==> src/rtl/core/wsd_pkg.sv <==
// ----------------------------------------------------------------------------
// WebSocket deframer package
// Shared item types, result kinds and header constants.
// ----------------------------------------------------------------------------
`default_nettype none

package wsd_pkg;

	localparam int unsigned BYTE_W   = 8;
	localparam int unsigned OPCODE_W = 4;
	localparam int unsigned LENGTH_W = 64;
	localparam int unsigned KEY_W    = 32;
	localparam int unsigned HCOUNT_W = 4;

	localparam logic [6:0] LEN7_EXT16 = 7'd126;
	localparam logic [6:0] LEN7_EXT64 = 7'd127;

	localparam logic [HCOUNT_W-1:0] EXT16_BYTES = 4'd2;
	localparam logic [HCOUNT_W-1:0] EXT64_BYTES = 4'd8;
	localparam logic [HCOUNT_W-1:0] MASK_BYTES  = 4'd4;

	localparam logic KIND_HEADER  = 1'b0;
	localparam logic KIND_PAYLOAD = 1'b1;

	typedef struct packed {
		logic [BYTE_W-1:0] stream_byte;
	} stream_item_t;

	typedef struct packed {
		logic                result_kind;
		logic                final_fragment;
		logic [OPCODE_W-1:0] frame_opcode;
		logic                was_masked;
		logic [LENGTH_W-1:0] payload_length;
		logic [BYTE_W-1:0]   payload_byte;
		logic                frame_end;
	} result_item_t;

	typedef struct packed {
		logic         valid;
		result_item_t item;
	} parse_out_t;

endpackage

`default_nettype wire

==> src/rtl/core/wsd_ifs.sv <==
// ----------------------------------------------------------------------------
// WebSocket deframer channels
// Valid/ready channels for raw stream beats and result beats.
// ----------------------------------------------------------------------------
`default_nettype none

interface wsd_stream_if;
	import wsd_pkg::*;

	logic         valid;
	logic         ready;
	stream_item_t data;

	modport source (output valid, output data, input ready);
	modport sink (input valid, input data, output ready);
endinterface

interface wsd_result_if;
	import wsd_pkg::*;

	logic         valid;
	logic         ready;
	result_item_t data;

	modport source (output valid, output data, input ready);
	modport sink (input valid, input data, output ready);
endinterface

`default_nettype wire

==> src/rtl/core/wsd_parser.sv <==
// ----------------------------------------------------------------------------
// WebSocket deframer parser
// Frame header state machine and payload unmasking, one byte per step.
// ----------------------------------------------------------------------------
`default_nettype none

module wsd_parser (
	input  wire logic                        clk,
	input  wire logic                        arst_n,
	input  wire logic                        step,
	input  wire logic [wsd_pkg::BYTE_W-1:0]  stream_byte,
	output wsd_pkg::parse_out_t              res
);
	import wsd_pkg::*;

	typedef enum logic [2:0] {
		PH_B0      = 3'd0,
		PH_B1      = 3'd1,
		PH_EXT16   = 3'd2,
		PH_EXT64   = 3'd3,
		PH_MASK    = 3'd4,
		PH_PAYLOAD = 3'd5
	} phase_t;

	phase_t              phase_q, phase_n;
	logic                fin_q, fin_n;
	logic [OPCODE_W-1:0] opcode_q, opcode_n;
	logic                mask_q, mask_n;
	logic [LENGTH_W-1:0] len_q, len_n;
	logic [HCOUNT_W-1:0] cnt_q, cnt_n;
	logic [KEY_W-1:0]    key_q, key_n;
	logic [LENGTH_W-1:0] rem_q, rem_n;
	logic [1:0]          kidx_q, kidx_n;

	logic                len_done;
	logic                hdr_done;
	logic                last;
	logic                empty;
	logic [BYTE_W-1:0]   key_byte;

	always_comb begin
		phase_n  = phase_q;
		fin_n    = fin_q;
		opcode_n = opcode_q;
		mask_n   = mask_q;
		len_n    = len_q;
		cnt_n    = cnt_q;
		key_n    = key_q;
		rem_n    = rem_q;
		kidx_n   = kidx_q;
		len_done = 1'b0;
		hdr_done = 1'b0;
		empty    = 1'b0;
		last     = (rem_q == LENGTH_W'(1));
		key_byte = key_q[{~kidx_q, 3'b000} +: BYTE_W];
		res      = '0;

		unique case (phase_q)
			PH_B1: begin
				mask_n = stream_byte[7];
				cnt_n  = '0;
				if (stream_byte[6:0] == LEN7_EXT16) begin
					len_n   = '0;
					phase_n = PH_EXT16;
				end else if (stream_byte[6:0] == LEN7_EXT64) begin
					len_n   = '0;
					phase_n = PH_EXT64;
				end else begin
					len_n    = LENGTH_W'(stream_byte[6:0]);
					len_done = 1'b1;
				end
			end
			PH_EXT16, PH_EXT64: begin
				len_n = {len_q[LENGTH_W-BYTE_W-1:0], stream_byte};
				cnt_n = cnt_q + HCOUNT_W'(1);
				if (cnt_n == ((phase_q == PH_EXT16) ? EXT16_BYTES : EXT64_BYTES))
					len_done = 1'b1;
			end
			PH_MASK: begin
				key_n = {key_q[KEY_W-BYTE_W-1:0], stream_byte};
				cnt_n = cnt_q + HCOUNT_W'(1);
				if (cnt_n == MASK_BYTES)
					hdr_done = 1'b1;
			end
			PH_PAYLOAD: begin
				res.valid               = 1'b1;
				res.item.result_kind    = KIND_PAYLOAD;
				res.item.payload_byte   = stream_byte ^ key_byte;
				res.item.frame_end      = last;
				if (last) begin
					phase_n = PH_B0;
					kidx_n  = '0;
				end else begin
					kidx_n  = kidx_q + 2'd1;
				end
				rem_n = rem_q - LENGTH_W'(1);
			end
			default: begin
				fin_n    = stream_byte[7];
				opcode_n = stream_byte[OPCODE_W-1:0];
				phase_n  = PH_B1;
			end
		endcase

		if (len_done) begin
			cnt_n = '0;
			if (mask_n)
				phase_n = PH_MASK;
			else
				hdr_done = 1'b1;
		end

		if (hdr_done) begin
			empty  = (len_n == '0);
			if (!mask_n)
				key_n = '0;
			rem_n   = len_n;
			kidx_n  = '0;
			cnt_n   = '0;
			phase_n = empty ? PH_B0 : PH_PAYLOAD;
			res.valid             = 1'b1;
			res.item.result_kind  = KIND_HEADER;
			res.item.payload_byte = '0;
			res.item.frame_end    = empty;
		end

		res.item.final_fragment = fin_n;
		res.item.frame_opcode   = opcode_n;
		res.item.was_masked     = mask_n;
		res.item.payload_length = len_n;
	end

	always_ff @(posedge clk or negedge arst_n) begin
		if (!arst_n) begin
			phase_q  <= PH_B0;
			fin_q    <= 1'b0;
			opcode_q <= '0;
			mask_q   <= 1'b0;
			len_q    <= '0;
			cnt_q    <= '0;
			key_q    <= '0;
			rem_q    <= '0;
			kidx_q   <= '0;
		end else if (step) begin
			phase_q  <= phase_n;
			fin_q    <= fin_n;
			opcode_q <= opcode_n;
			mask_q   <= mask_n;
			len_q    <= len_n;
			cnt_q    <= cnt_n;
			key_q    <= key_n;
			rem_q    <= rem_n;
			kidx_q   <= kidx_n;
		end
	end

endmodule

`default_nettype wire

==> src/rtl/core/websocket_frame_deframer.sv <==
// ----------------------------------------------------------------------------
// WebSocket frame deframer
// Parses a raw WebSocket byte stream into header results and unmasked
// payload byte results.
//
// Channels: stream carries one raw frame byte per beat; result carries one
// header or payload result per beat. Both use valid/ready, a beat moves on a
// rising clk edge with valid and ready high.
// Header bytes other than the one that completes a header give no result.
// A byte is held in an input register, parsed by the header state machine
// and captured in the result register; the result is offered from that
// register, and the byte is parsed only once the result register is free.
// Throughput is one byte per cycle, set by the single parse step between the
// input and result registers; stream stays ready while result is taken.
// When result stalls, the result register holds and one byte waits in the
// input register; stream ready drops until the result beat is taken.
// arst_n clears both valid flags and returns the parser to await the first
// header byte of a frame.
// ----------------------------------------------------------------------------
`default_nettype none

module websocket_frame_deframer (
	input  wire logic   clk,
	input  wire logic   arst_n,
	wsd_stream_if.sink  stream,
	wsd_result_if.source result
);
	import wsd_pkg::*;

	logic              valid_s1;
	logic [BYTE_W-1:0] byte_s1;
	logic              out_valid_q;
	result_item_t      out_q;
	logic              out_free;
	logic              advance;
	parse_out_t        pres;

	assign out_free     = !out_valid_q || result.ready;
	assign advance      = valid_s1 && out_free;
	assign stream.ready = !valid_s1 || advance;
	assign result.valid = out_valid_q;
	assign result.data  = out_q;

	wsd_parser u_parser (
		.clk         (clk),
		.arst_n      (arst_n),
		.step        (advance),
		.stream_byte (byte_s1),
		.res         (pres)
	);

	always_ff @(posedge clk or negedge arst_n) begin
		if (!arst_n) begin
			valid_s1    <= 1'b0;
			out_valid_q <= 1'b0;
		end else begin
			if (stream.valid && stream.ready)
				valid_s1 <= 1'b1;
			else if (advance)
				valid_s1 <= 1'b0;
			if (out_free)
				out_valid_q <= advance && pres.valid;
		end
	end

	always_ff @(posedge clk) begin
		if (stream.valid && stream.ready)
			byte_s1 <= stream.data.stream_byte;
		if (advance && pres.valid)
			out_q <= pres.item;
	end

endmodule

`default_nettype wire

==> src/flat_wrapper.sv <==
// flat-port wrapper written by rule: the top's interface ports become plain ports
module websocket_frame_deframer_flat import wsd_pkg::*;
  (clk, arst_n, stream_valid, stream_data, stream_ready, result_valid, result_data, result_ready);
  wsd_stream_if stream_i ();
  wsd_result_if result_i ();
  input  wire logic clk;
  input  wire logic arst_n;
  input wire logic [$bits(stream_i.valid)-1:0] stream_valid;
  input wire logic [$bits(stream_i.data)-1:0] stream_data;
  output wire logic [$bits(stream_i.ready)-1:0] stream_ready;
  output wire logic [$bits(result_i.valid)-1:0] result_valid;
  output wire logic [$bits(result_i.data)-1:0] result_data;
  input wire logic [$bits(result_i.ready)-1:0] result_ready;
  assign stream_i.valid = stream_valid;
  assign stream_i.data = stream_data;
  assign stream_ready = stream_i.ready;
  assign result_valid = result_i.valid;
  assign result_data = result_i.data;
  assign result_i.ready = result_ready;
  websocket_frame_deframer u_core (.clk(clk), .arst_n(arst_n), .stream(stream_i), .result(result_i));
endmodule
==> config.mk <==
export PLATFORM = sky130hd
export DESIGN_NAME = websocket_frame_deframer_flat
export DESIGN_NICKNAME = d
export VERILOG_FILES = /design/src/rtl/core/wsd_pkg.sv /design/src/rtl/core/wsd_ifs.sv /design/src/rtl/core/wsd_parser.sv /design/src/rtl/core/websocket_frame_deframer.sv /design/src/flat_wrapper.sv
export SDC_FILE = /design/constraint.sdc
export NUM_CORES = 1
export LEC_CHECK = 0
export BUFFER_PORTS_ARGS = -buffer_cell sky130_fd_sc_hd__buf_2
export CAP_MARGIN = 30
export CORE_UTILIZATION = 55
export DETAILED_ROUTE_END_ITERATION = 10
export GPL_ROUTABILITY_DRIVEN = 0
export GPL_TIMING_DRIVEN = 1
export PLACE_DENSITY = 0.77
export SYNTH_ARGS = -nofsm -noshare
export SYNTH_HDL_FRONTEND = slang
export SYNTH_SLANG_ARGS = --single-unit
==> constraint.sdc <==
create_clock -name clk -period 3.9 [get_ports clk]
set_clock_uncertainty 0.2 [all_clocks]
set_input_delay 0 -clock clk [delete_from_list [all_inputs] [get_ports clk]]
set_output_delay 0 -clock clk [all_outputs]
set_load 0.01 [all_outputs]
; Word-level counts from Yosys, hierarchy flattened
; Index checks and enable logic that the tools add are counted.
[classes]
eq_ne = 10
bitwise = 3
n_addsub = 3
mux = 40
n_shift = 1
reduce_logical = 17
[op_table]
columns = op, n
row1 = $mux 64, 2
row2 = $pmux 64 s2, 1
row3 = $mux 32, 3
row4 = $eq 64x1->1 const B, 1
row5 = $logic_not 64->1, 1
row6 = $sub 64x1->64 const B, 1
row7 = $shiftx 32x6->8, 1
row8 = $mux 3, 7
row9 = $mux 4, 4
row10 = $eq 7x7->1 const B, 2
row11 = $mux 7, 2
row12 = $mux 1, 13
row13 = $mux 2, 5
row14 = $pmux 3 s3, 1
row15 = $pmux 4 s2, 1
row16 = $xor 8x8->8, 1
row17 = $eq 3x2->1 const B, 2
row18 = $eq 3x3->1 const B, 2
row19 = $reduce_or 5->1, 1
row20 = $add 4x1->4 const B, 1
row21 = $eq 4x3->1 const B, 1
row22 = $eq 4x4->1, 1
row23 = $reduce_and 2->1, 2
row24 = $reduce_bool 2->1, 2
row25 = other kinds (11), 16
[totals]
reg_bits = 265
in_bits = 12
wordCells = 93

; Logic depth before layout (Yosys ltp)
; Gate-level depths: netlist (run 1).
[logic_depth]
depth_word = 8
depth_mapped = 12
mapped_depth_nobuf = 9

; Modules after synthesis
; Synthesis (run 1) repeated with hierarchy kept, for this count alone.
[unflattened]
hier_cells = 1245
hier_area_um2 = 12509.5
[by_module_without_submodules]
columns = mod, area_per_inst_um2, n_inst, seq_area_each_um2, cells_per_inst
row1 = wsd_parser, 9755.6, 1, 4379.2, 1147
row2 = websocket_frame_deframer, 2753.9, 1, 2692.6, 98

; Worst setup path after synthesis (run 1)
; Ideal clock, no wire load.
[synth_timing]
path_kind = reg-to-reg
from = register u_core.u_parser.cnt_q[0]
to = register u_core.out_q (netlist bit u_core.result.data[0]), enable pin
required_time_ns = 3.295
setup_slack_ns = -0.033
path_stages_with_launch = 11
t_arrival_ns = 3.328
period_less_slack_ns = 3.933
cell_sequence = dfrtp_1 > ha_1 > or3b_2 > a21o_1 > a211oi_1 > or2_2 > buf_2 > o21ai_1 > inv_1 > buf_2 > buf_2
[synth_between]
elab_chain_len = 8
elab_cells_between_ends = 11
classes_between = 1 x add/sub / 2 x eq/ne / 7 x mux / 1 x reduce/logical
[synth_rtl]
columns = item, line
row1 = "start, declared", wsd_parser.sv:30  ; logic [HCOUNT_W-1:0] cnt_q, cnt_n;
row2 = "start signal, assigned", wsd_parser.sv:150  ; cnt_q <= cnt_n;
row3 = $add 4x1->4 (*), "wsd_parser.sv:75, wsd_parser.sv:81"
row4 = $eq 4x3->1, wsd_parser.sv:82  ; if (cnt_n == MASK_BYTES)
row5 = $mux 1, wsd_parser.sv:82
row6 = $mux 1, wsd_parser.sv:58  ; unique case (phase_q)
row7 = $mux 1, wsd_parser.sv:107  ; if (mask_n)
row8 = $mux 1 (*), wsd_parser.sv:105  ; if (len_done) begin
row9 = $mux 2 (*), wsd_parser.sv:113  ; if (hdr_done) begin
row10 = $logic_and 1x1->1 (*), websocket_frame_deframer.sv:69  ; if (advance && pres.valid)
row11 = "end signal, assigned", websocket_frame_deframer.sv:70  ; out_q <= pres.item;
row12 = "end, declared", websocket_frame_deframer.sv:33  ; result_item_t out_q;
; Every way passes the cells marked *; elsewhere a longest branch is shown, timed or not.
; A chain may end at the register's enable or synchronous reset.

; Worst setup path in the final report (run 1)
[layout_timing]
from = register u_core.u_parser.cnt_q[0]
to = register u_core.u_parser.rem_q[55]
[layout_between]
elab_chain_len = 8
elab_cells_between_ends = 12
classes_between = 1 x add/sub / 2 x eq/ne / 7 x mux / 2 x reduce/logical
[layout_rtl]
columns = item, line
row1 = $add 4x1->4 (*), "wsd_parser.sv:75, wsd_parser.sv:81"
row2 = $eq 4x3->1, wsd_parser.sv:82
row3 = $mux 1, wsd_parser.sv:82
row4 = $mux 1, wsd_parser.sv:58
row5 = $mux 1, wsd_parser.sv:107
row6 = $mux 1 (*), wsd_parser.sv:105
row7 = $reduce_bool 2->1 (no line), --
row8 = $reduce_and 2->1 (no line), --
row9 = "end signal, assigned", wsd_parser.sv:152  ; rem_q <= rem_n;
row10 = "end, declared", wsd_parser.sv:32  ; logic [LENGTH_W-1:0] rem_q, rem_n;
; Marks and branches as above.

==> results of run 1 <==
==> synthesized netlist by cell type (8+ instances only) <==
| cell type | number | area (µm²) |
|---|---|---|
| a2bb2oi_1 | 8 | 70.1 |
| o21ai_0 | 115 | 576 |
| dfrtp_1 | 177 | 4430 |
| edfxtp_1 | 88 | 2640 |
| a21oi_1 | 58 | 290 |
| clkbuf_1 | 48 | 180 |
| nand4_1 | 13 | 81.3 |
| inv_1 | 40 | 150 |
| nand3_1 | 25 | 125 |
| a31oi_1 | 11 | 68.8 |
| a22o_1 | 83 | 727 |
| o22a_1 | 11 | 96.3 |
| nor4_1 | 28 | 175 |
| nand2_1 | 211 | 792 |
| nor3_1 | 31 | 155 |
| a22oi_1 | 34 | 255 |
| buf_2 | 22 | 110 |
| or4_1 | 12 | 90.1 |
| mux4_2 | 8 | 180 |
| xnor2_1 | 9 | 78.8 |
| nor2_1 | 90 | 338 |
==> sequential cells by signal, summed over array words and instances, names as in the netlist <==
name	count
u_core.u_parser.key_q	32
u_core.u_parser.opcode_q	4
u_core.byte_s1	8
u_core.u_parser.kidx_q	2
u_core.u_parser.cnt_q	4
u_core.result.data	80
u_core.u_parser.fin_q	1
u_core.result.valid	1
u_core.u_parser.mask_q	1
u_core.valid_s1	1
u_core.u_parser.rem_q	64
u_core.u_parser.len_q	64
u_core.u_parser.phase_q	3
==> power groups by stage <==
| stage | Combinational [mW] | Sequential, mW | Clock (mW) |
|---|---|---|---|
| floorplan | 2.24 | 4.21 | 0 |
| global placement | 3.14 | 4.27 | 0 |
| detailed placement | 3.23 | 4.28 | 0 |
| CTS | 3.28 | 4.26 | 2.55 |
| global route | 3.62 | 4.35 | 2.65 |
| finish | 3.31 | 4.28 | 2.52 |
==> critical path: cells and delay by family (launching register included) <==
family                   cells  cell delay, ns
AND/OR/NAND/NOR              2            0.86
adder cells (fa/ha/maj)      1            0.38
flip-flops                   1            0.46
AO/OA/AOI/OAI                5            0.96
buffers and inverters        2            0.63
==> worst max path at each step <==
stage                                   from                        end  slack, ns  cells past startpoint
detailed placement  u_core.u_parser.cnt_q[0]      u_core.result.data[4]       0.35                      8
global route        u_core.u_parser.cnt_q[0]  u_core.u_parser.rem_q[55]       0.19                     10
global placement    u_core.u_parser.cnt_q[0]     u_core.result.data[77]       0.43                      8
finish              u_core.u_parser.cnt_q[0]  u_core.u_parser.rem_q[55]       0.34                     10
CTS                 u_core.u_parser.cnt_q[0]  u_core.u_parser.rem_q[55]       0.34                     10
floorplan           u_core.u_parser.cnt_q[0]      u_core.result.data[0]       0.41                     10
==> cell type report <==
class                   count  area [µm²]
fillers                  1733        7630
repair buffers            140         982
inverters                  40         153
multi-input cells         854        5030
well taps                 280         350
clock inverters            10        52.6
flip-flops and latches    265        7070
clock buffers              42         815
==> kinds of logic after synthesis <==
group	share of synthesized area, %
AO/OA/AOI/OAI	19.6
XOR/XNOR	0.699
adder cells (fa/ha/maj)	0.399
buffers and inverters	3.84
flip-flops	56.4
multiplexers	2.06
AND/OR/NAND/NOR	16.9
==> per-layer routing <==
metal  share of wire (%)  global-route usage (%)
met1                  41                    39.8
met2                  48                    46.6
met3                 7.9                    5.05
met4                 3.8                    10.9
met5                   0                       0
==> through the flow <==
| stage | setup slack [ns] | area (µm²) | utilization (%) | total power [mW] | hold slack, ns |
|---|---|---|---|---|---|
| after floorplan | 0.408 | 12500 | - | 6.46 | -0.496 |
| after global placement | 0.430 | 13300 | 60.3 | 7.41 | -0.0238 |
| after detailed placement | 0.349 | 13300 | 60.4 | 7.52 | -0.0217 |
| after CTS | 0.335 | 14500 | 65.4 | 10.1 | 0.150 |
| after global routing | 0.189 | 14500 | 65.4 | 10.6 | 0.216 |
| final | 0.337 | 14500 | 65.4 | 10.1 | 0.188 |
==> repair_timing <==
action,4_1_cts,5_1_grt
hold endpoints to repair,117,0
setup buffers,0,0
hold buffers,23,0
==> results.toml, run 1 <==
[outcome]
outcome = "complete, no violations"

[sta]
timing.fmax_mhz = 281
slew_violations = 0
fin_crit_sh_pct = 91.4
setup_viol = 0
rsz0062_at_grt = "false"
tns_ns = 0
worstMarginPinSlew_ns = 0.884
relSlewSlack_pct = 40.9
finalHoldViolCount = 0
period_needed_ns = 3.56

[setup_path]
path_class = "reg2reg"
r2r_start = "u_core.u_parser.cnt_q[0]"
crit_arrival_ns = 3.84
worst_ep_required_time_ns = 4.18
setup.worst_path.start_class = "register"
end_kind = "register"
ff2ff_setup_slack_ns = 0.34
cp_cell_sequence = "ha_1 > or3b_2 > a21o_1 > a211oi_1 > or2_2 > o21ai_4 > inv_4 > buf_4 > a21oi_1 > a21oi_1"
cpPeakStageDelay_ns = 0.47
cp_max_fo = 26
reg2reg_depth = 10
worst_path_most_repeated_cell = "a21oi_1"
r2r-end = "u_core.u_parser.rem_q[55]"
slowest_stage = "or3b_2"

[synth]
synth_cell_types = 64
seq_area_frac_synth_pct = 56.4
syn-cell-area_mm2 = 0.0125
syn_area_per_cell_um2 = 10.1
yosysWarnings = 0
ys_ff_latch = 265
synth_ff_type = "dfrtp_1"
syn_inst = 1237
syn_nets = 1253
synth-edff-count = 88
ys_async_sr_fraction_pct = 66.8

[floorplanning]
num_rows = 54
start_util_pct = 56.7
io-pin-count = 94
die_area_mm2 = 0.0234
fp.dieW_um = 153
die-height_um = 153
core_area_mm2 = 0.0221

[pwr]
powerDensity_mw_per_mm2 = 699
intPower_mw = 6.33
clockPowerShare_pct = 25.0
seqPwrFrac_pct = 42.3
p_switching_mw = 3.78
combPwrFrac_pct = 32.7
leakage_nw = 6.29
vdd_drop_max_mv = 0.637
p_sw_share_pct = 37.4

[clock_tree]
cts_max_path_buffers = 3
clk_pin_slew_ns = 0.06
cts-root-buf = "clkbuf_16"
numCtsBuffers = 28
clkLatencyLatePin_ns = 0.55
htreeDepth = 1
cts_tree = "yes"
cts.sinks = 265
cts_resized = 0

[cells_and_area]
layout_commonest_cell = "nand2_1"
syn_to_final_growth_pct = 15.4
nNetsFinal = 1345
layout_common_cells = "nand2_1, dfrtp_1, o21ai_0"
final_cell_count_no_fill = 1631
drive_gt1_share_pct = 14.4
antenna_cells = 0

[drt]
wl_per_cell_um = 20.6
via_per_inst = 6.34
dr.pass1.iters = 5
drtIter0Drc = 1108
vias = 10336
post-route-drc-count = 0
drt_wl_total_um = 33600
antenna_left = 0

[worst_hold_path]
hold-path-endpoint = "u_core.result.valid"
worstHoldStart = "result_ready"
hold_path_class = "in2reg"
hold_depth = 4

[grt]
grt_max_degree = 79
grt_pass1_wl_um = 53700
grt_pass1_vias = 9760
antenna_found_initial = 0
grt_usage_pct = 29.0
grt_remaining_overflow = 0

[place]
place_hpwl_um = 22000
io_buffers = 93
post-place-cells = 1556

[flow_run]
max_cap_viol_count = 0
Note: power is estimated with default switching activity, not from simulation.
==> run 2, diff against run 1 <==
--- a/config.mk
+++ b/config.mk
@@ -12,6 +12,7 @@
 export GPL_ROUTABILITY_DRIVEN = 0
 export GPL_TIMING_DRIVEN = 1
 export PLACE_DENSITY = 0.77
+export SETUP_SLACK_MARGIN = 0.5
 export SYNTH_ARGS = -nofsm -noshare
 export SYNTH_HDL_FRONTEND = slang
 export SYNTH_SLANG_ARGS = --single-unit
==> run 2 against run 1 <==
  * Die area did not move
  * Combinational power rose by 2%
  * Sequential share of layout area is 0.61 points lower
  * Sequential cell count did not move
  * First-iteration DRC count fell by 15%
  * Global-route usage grew 0.94 points
  * Critical path depth unchanged
  * Non-clock buffer count up 7
  * Sequential power about the same
  * Critical path type unchanged
  * Largest power group unchanged
==> results.toml, run 2 (synthesis gave the netlist of run 1 again) <==
[drt]
post-route-drc-count = 0
wl_per_cell_um = 21.2
dr.pass1.iters = 5
via_per_inst = 6.50
drtIter0Drc = 947
drt_wl_total_um = 34700
antenna_left = 0
vias = 10660

[pwr]
powerDensity_mw_per_mm2 = 714
leakage_nw = 6.37
p_total_mw = 10.5
vdd_drop_max_mv = 0.531

[sta]
finalHoldViolCount = 0
slew_violations = 0
relSlewSlack_pct = 41.4
period_needed_ns = 3.36
tns_ns = 0
rsz0062_at_grt = "true"
worstMarginPinSlew_ns = 0.869
setup_viol = 0
fin_crit_sh_pct = 86.1
timing.fmax_mhz = 298

[outcome]
outcome = "complete, no violations"

[worst_hold_path]
hold-path-endpoint = "u_core.result.valid"
worstHoldStart = "result_ready"
hold_path_class = "in2reg"
hold_depth = 4

[grt]
grt_max_degree = 80
grt_pass1_wl_um = 55600
met1_usage_pct = 39.8
grtUsageMet3_pct = 4.37
grt_remaining_overflow = 0
busiest_layer = "met2"
use_met2_pct = 49.4
antenna_found_initial = 1
grt_pass1_vias = 10225
grt_usage_pct = 30.0

[clock_tree]
cts-root-buf = "clkbuf_16"
clkLatencyLatePin_ns = 0.54
cts_tree = "yes"
clk_pin_slew_ns = 0.06
cts.sinks = 265
post_cts_buffers = 0
htreeDepth = 1
cts_max_path_buffers = 3
numCtsBuffers = 28

[setup_path]
path_class = "reg2reg"
r2r-end = "u_core.u_parser.rem_q[3]"
reg2reg_depth = 10
slowest_stage = "or3b_2"
worst_ep_required_time_ns = 4.13
ff2ff_setup_slack_ns = 0.54
cpPeakStageDelay_ns = 0.47
cp_max_fo = 67
cp_cell_sequence = "ha_1 > or3b_2 > a21o_1 > a211oi_2 > or2_2 > o21ai_4 > inv_4 > buf_16 > o21ai_0 > a22o_1"
end_kind = "register"
r2r_start = "u_core.u_parser.cnt_q[0]"
setup.worst_path.start_class = "register"
crit_arrival_ns = 3.59

[cells_and_area]
syn_to_final_growth_pct = 16.9
fillCellCount = 1679
largest_reg_flops = 80
drive_gt1_share_pct = 15.4
layout_commonest_cell = "nand2_1"
register_area_mm2 = 0.00707
nNetsFinal = 1353
multi_input_area_mm2 = 0.00506
layout_common_cells = "nand2_1, dfrtp_1, o21ai_0"

[place]
io_buffers = 93
place_hpwl_um = 22300

[floorplanning]
die-height_um = 153
start_util_pct = 56.7
io-pin-count = 94
die_area_mm2 = 0.0234
fp.dieW_um = 153
core_area_mm2 = 0.0221
num_rows = 54

[flow_run]
max_cap_viol_count = 0
run 2: cell types whose count changed in the layout (fill, tap and decap cells not counted), sizes merged:
| cell | change |
|---|---|
| buf | +7 |
| bufinv | +3 |
| clkinv | -6 |
| clkinvlp | +2 |
| diode | +1 |
| inv | +1 |
| nor2b | +1 |
run 2: area by class of cell:
| type | count | area share, % |
|---|---|---|
| antenna | 1 | 0.0171 |
| sequential | 265 | 48.3 |
| clock buffer | 42 | 5.70 |
| timing repair buffer | 147 | 7.08 |
| tap | 280 | 2.39 |
| multi-input combinational | 855 | 34.5 |
| clock inverter | 10 | 0.923 |
| inverter | 40 | 1.04 |
run 2: repair_timing:
item | in CTS | in global routing
gates cloned | 0 | 1
setup endpoints to repair | 13 | 79
resized for setup | 1 | 6
endpoints found under the hold margin | 159 | 0
hold buffers | 23 | 0
pin swaps | 0 | 0
run 2: worst max-delay path by stage:
| stage | from | to | slack (ns) | depth (start not counted) |
|---|---|---|---|---|
| 3_5_place_dp | u_core.u_parser.phase_q[1] | u_core.u_parser.rem_q[48] | 0.39 | 10 |
| 6_report | u_core.u_parser.cnt_q[0] | u_core.u_parser.rem_q[3] | 0.54 | 10 |
| 5_1_grt | u_core.u_parser.cnt_q[0] | u_core.u_parser.rem_q[30] | 0.45 | 10 |
| 4_1_cts | u_core.u_parser.phase_q[1] | u_core.u_parser.rem_q[57] | 0.53 | 9 |
| 3_3_place_gp | u_core.u_parser.cnt_q[0] | u_core.u_parser.rem_q[48] | 0.52 | 10 |
| 2_1_floorplan | u_core.u_parser.cnt_q[0] | u_core.result.data[0] | 0.57 | 10 |
run 2: worst max-delay path: cells and delay by family, from the launching register on:
kind / cells / cell delay (ns)
compound gates: 5 / 1.06
fa+ha+maj: 1 / 0.37
buf+inv: 2 / 0.40
flops: 1 / 0.45
simple gates: 2 / 0.72
run 2: per-stage QoR:
| stage | utilization [%] | std cells | area, µm² | hold WS [ns] | setup WS, ns |
|---|---|---|---|---|---|
| 2_1_floorplan | - | 1237 | 12500 | -0.496 | 0.575 |
| 3_3_place_gp | 60.4 | 1561 | 13300 | -0.0862 | 0.519 |
| 3_5_place_dp | 60.6 | 1563 | 13400 | -0.0868 | 0.390 |
| 4_1_cts | 66.1 | 1638 | 14600 | 0.160 | 0.526 |
| 5_1_grt | 66.3 | 1639 | 14600 | 0.215 | 0.446 |
| 6_report | 66.3 | 1640 | 14600 | 0.195 | 0.542 |
run 2: metal layers:
metal	wire (µm)	vias to the layer above	part of all wire, %
met2	16700	551	48
met1	13800	5258	40
met4	1550	0	4.5
met5	0	-	0
met3	2700	102	7.8
li1	-	4749	-
run 2: power breakdown:
group | switching (mW) | total [mW] | internal, mW
combinational | 2.12 | 3.39 | 1.27
sequential | 0.634 | 4.29 | 3.66
clock | 1.10 | 2.77 | 1.68
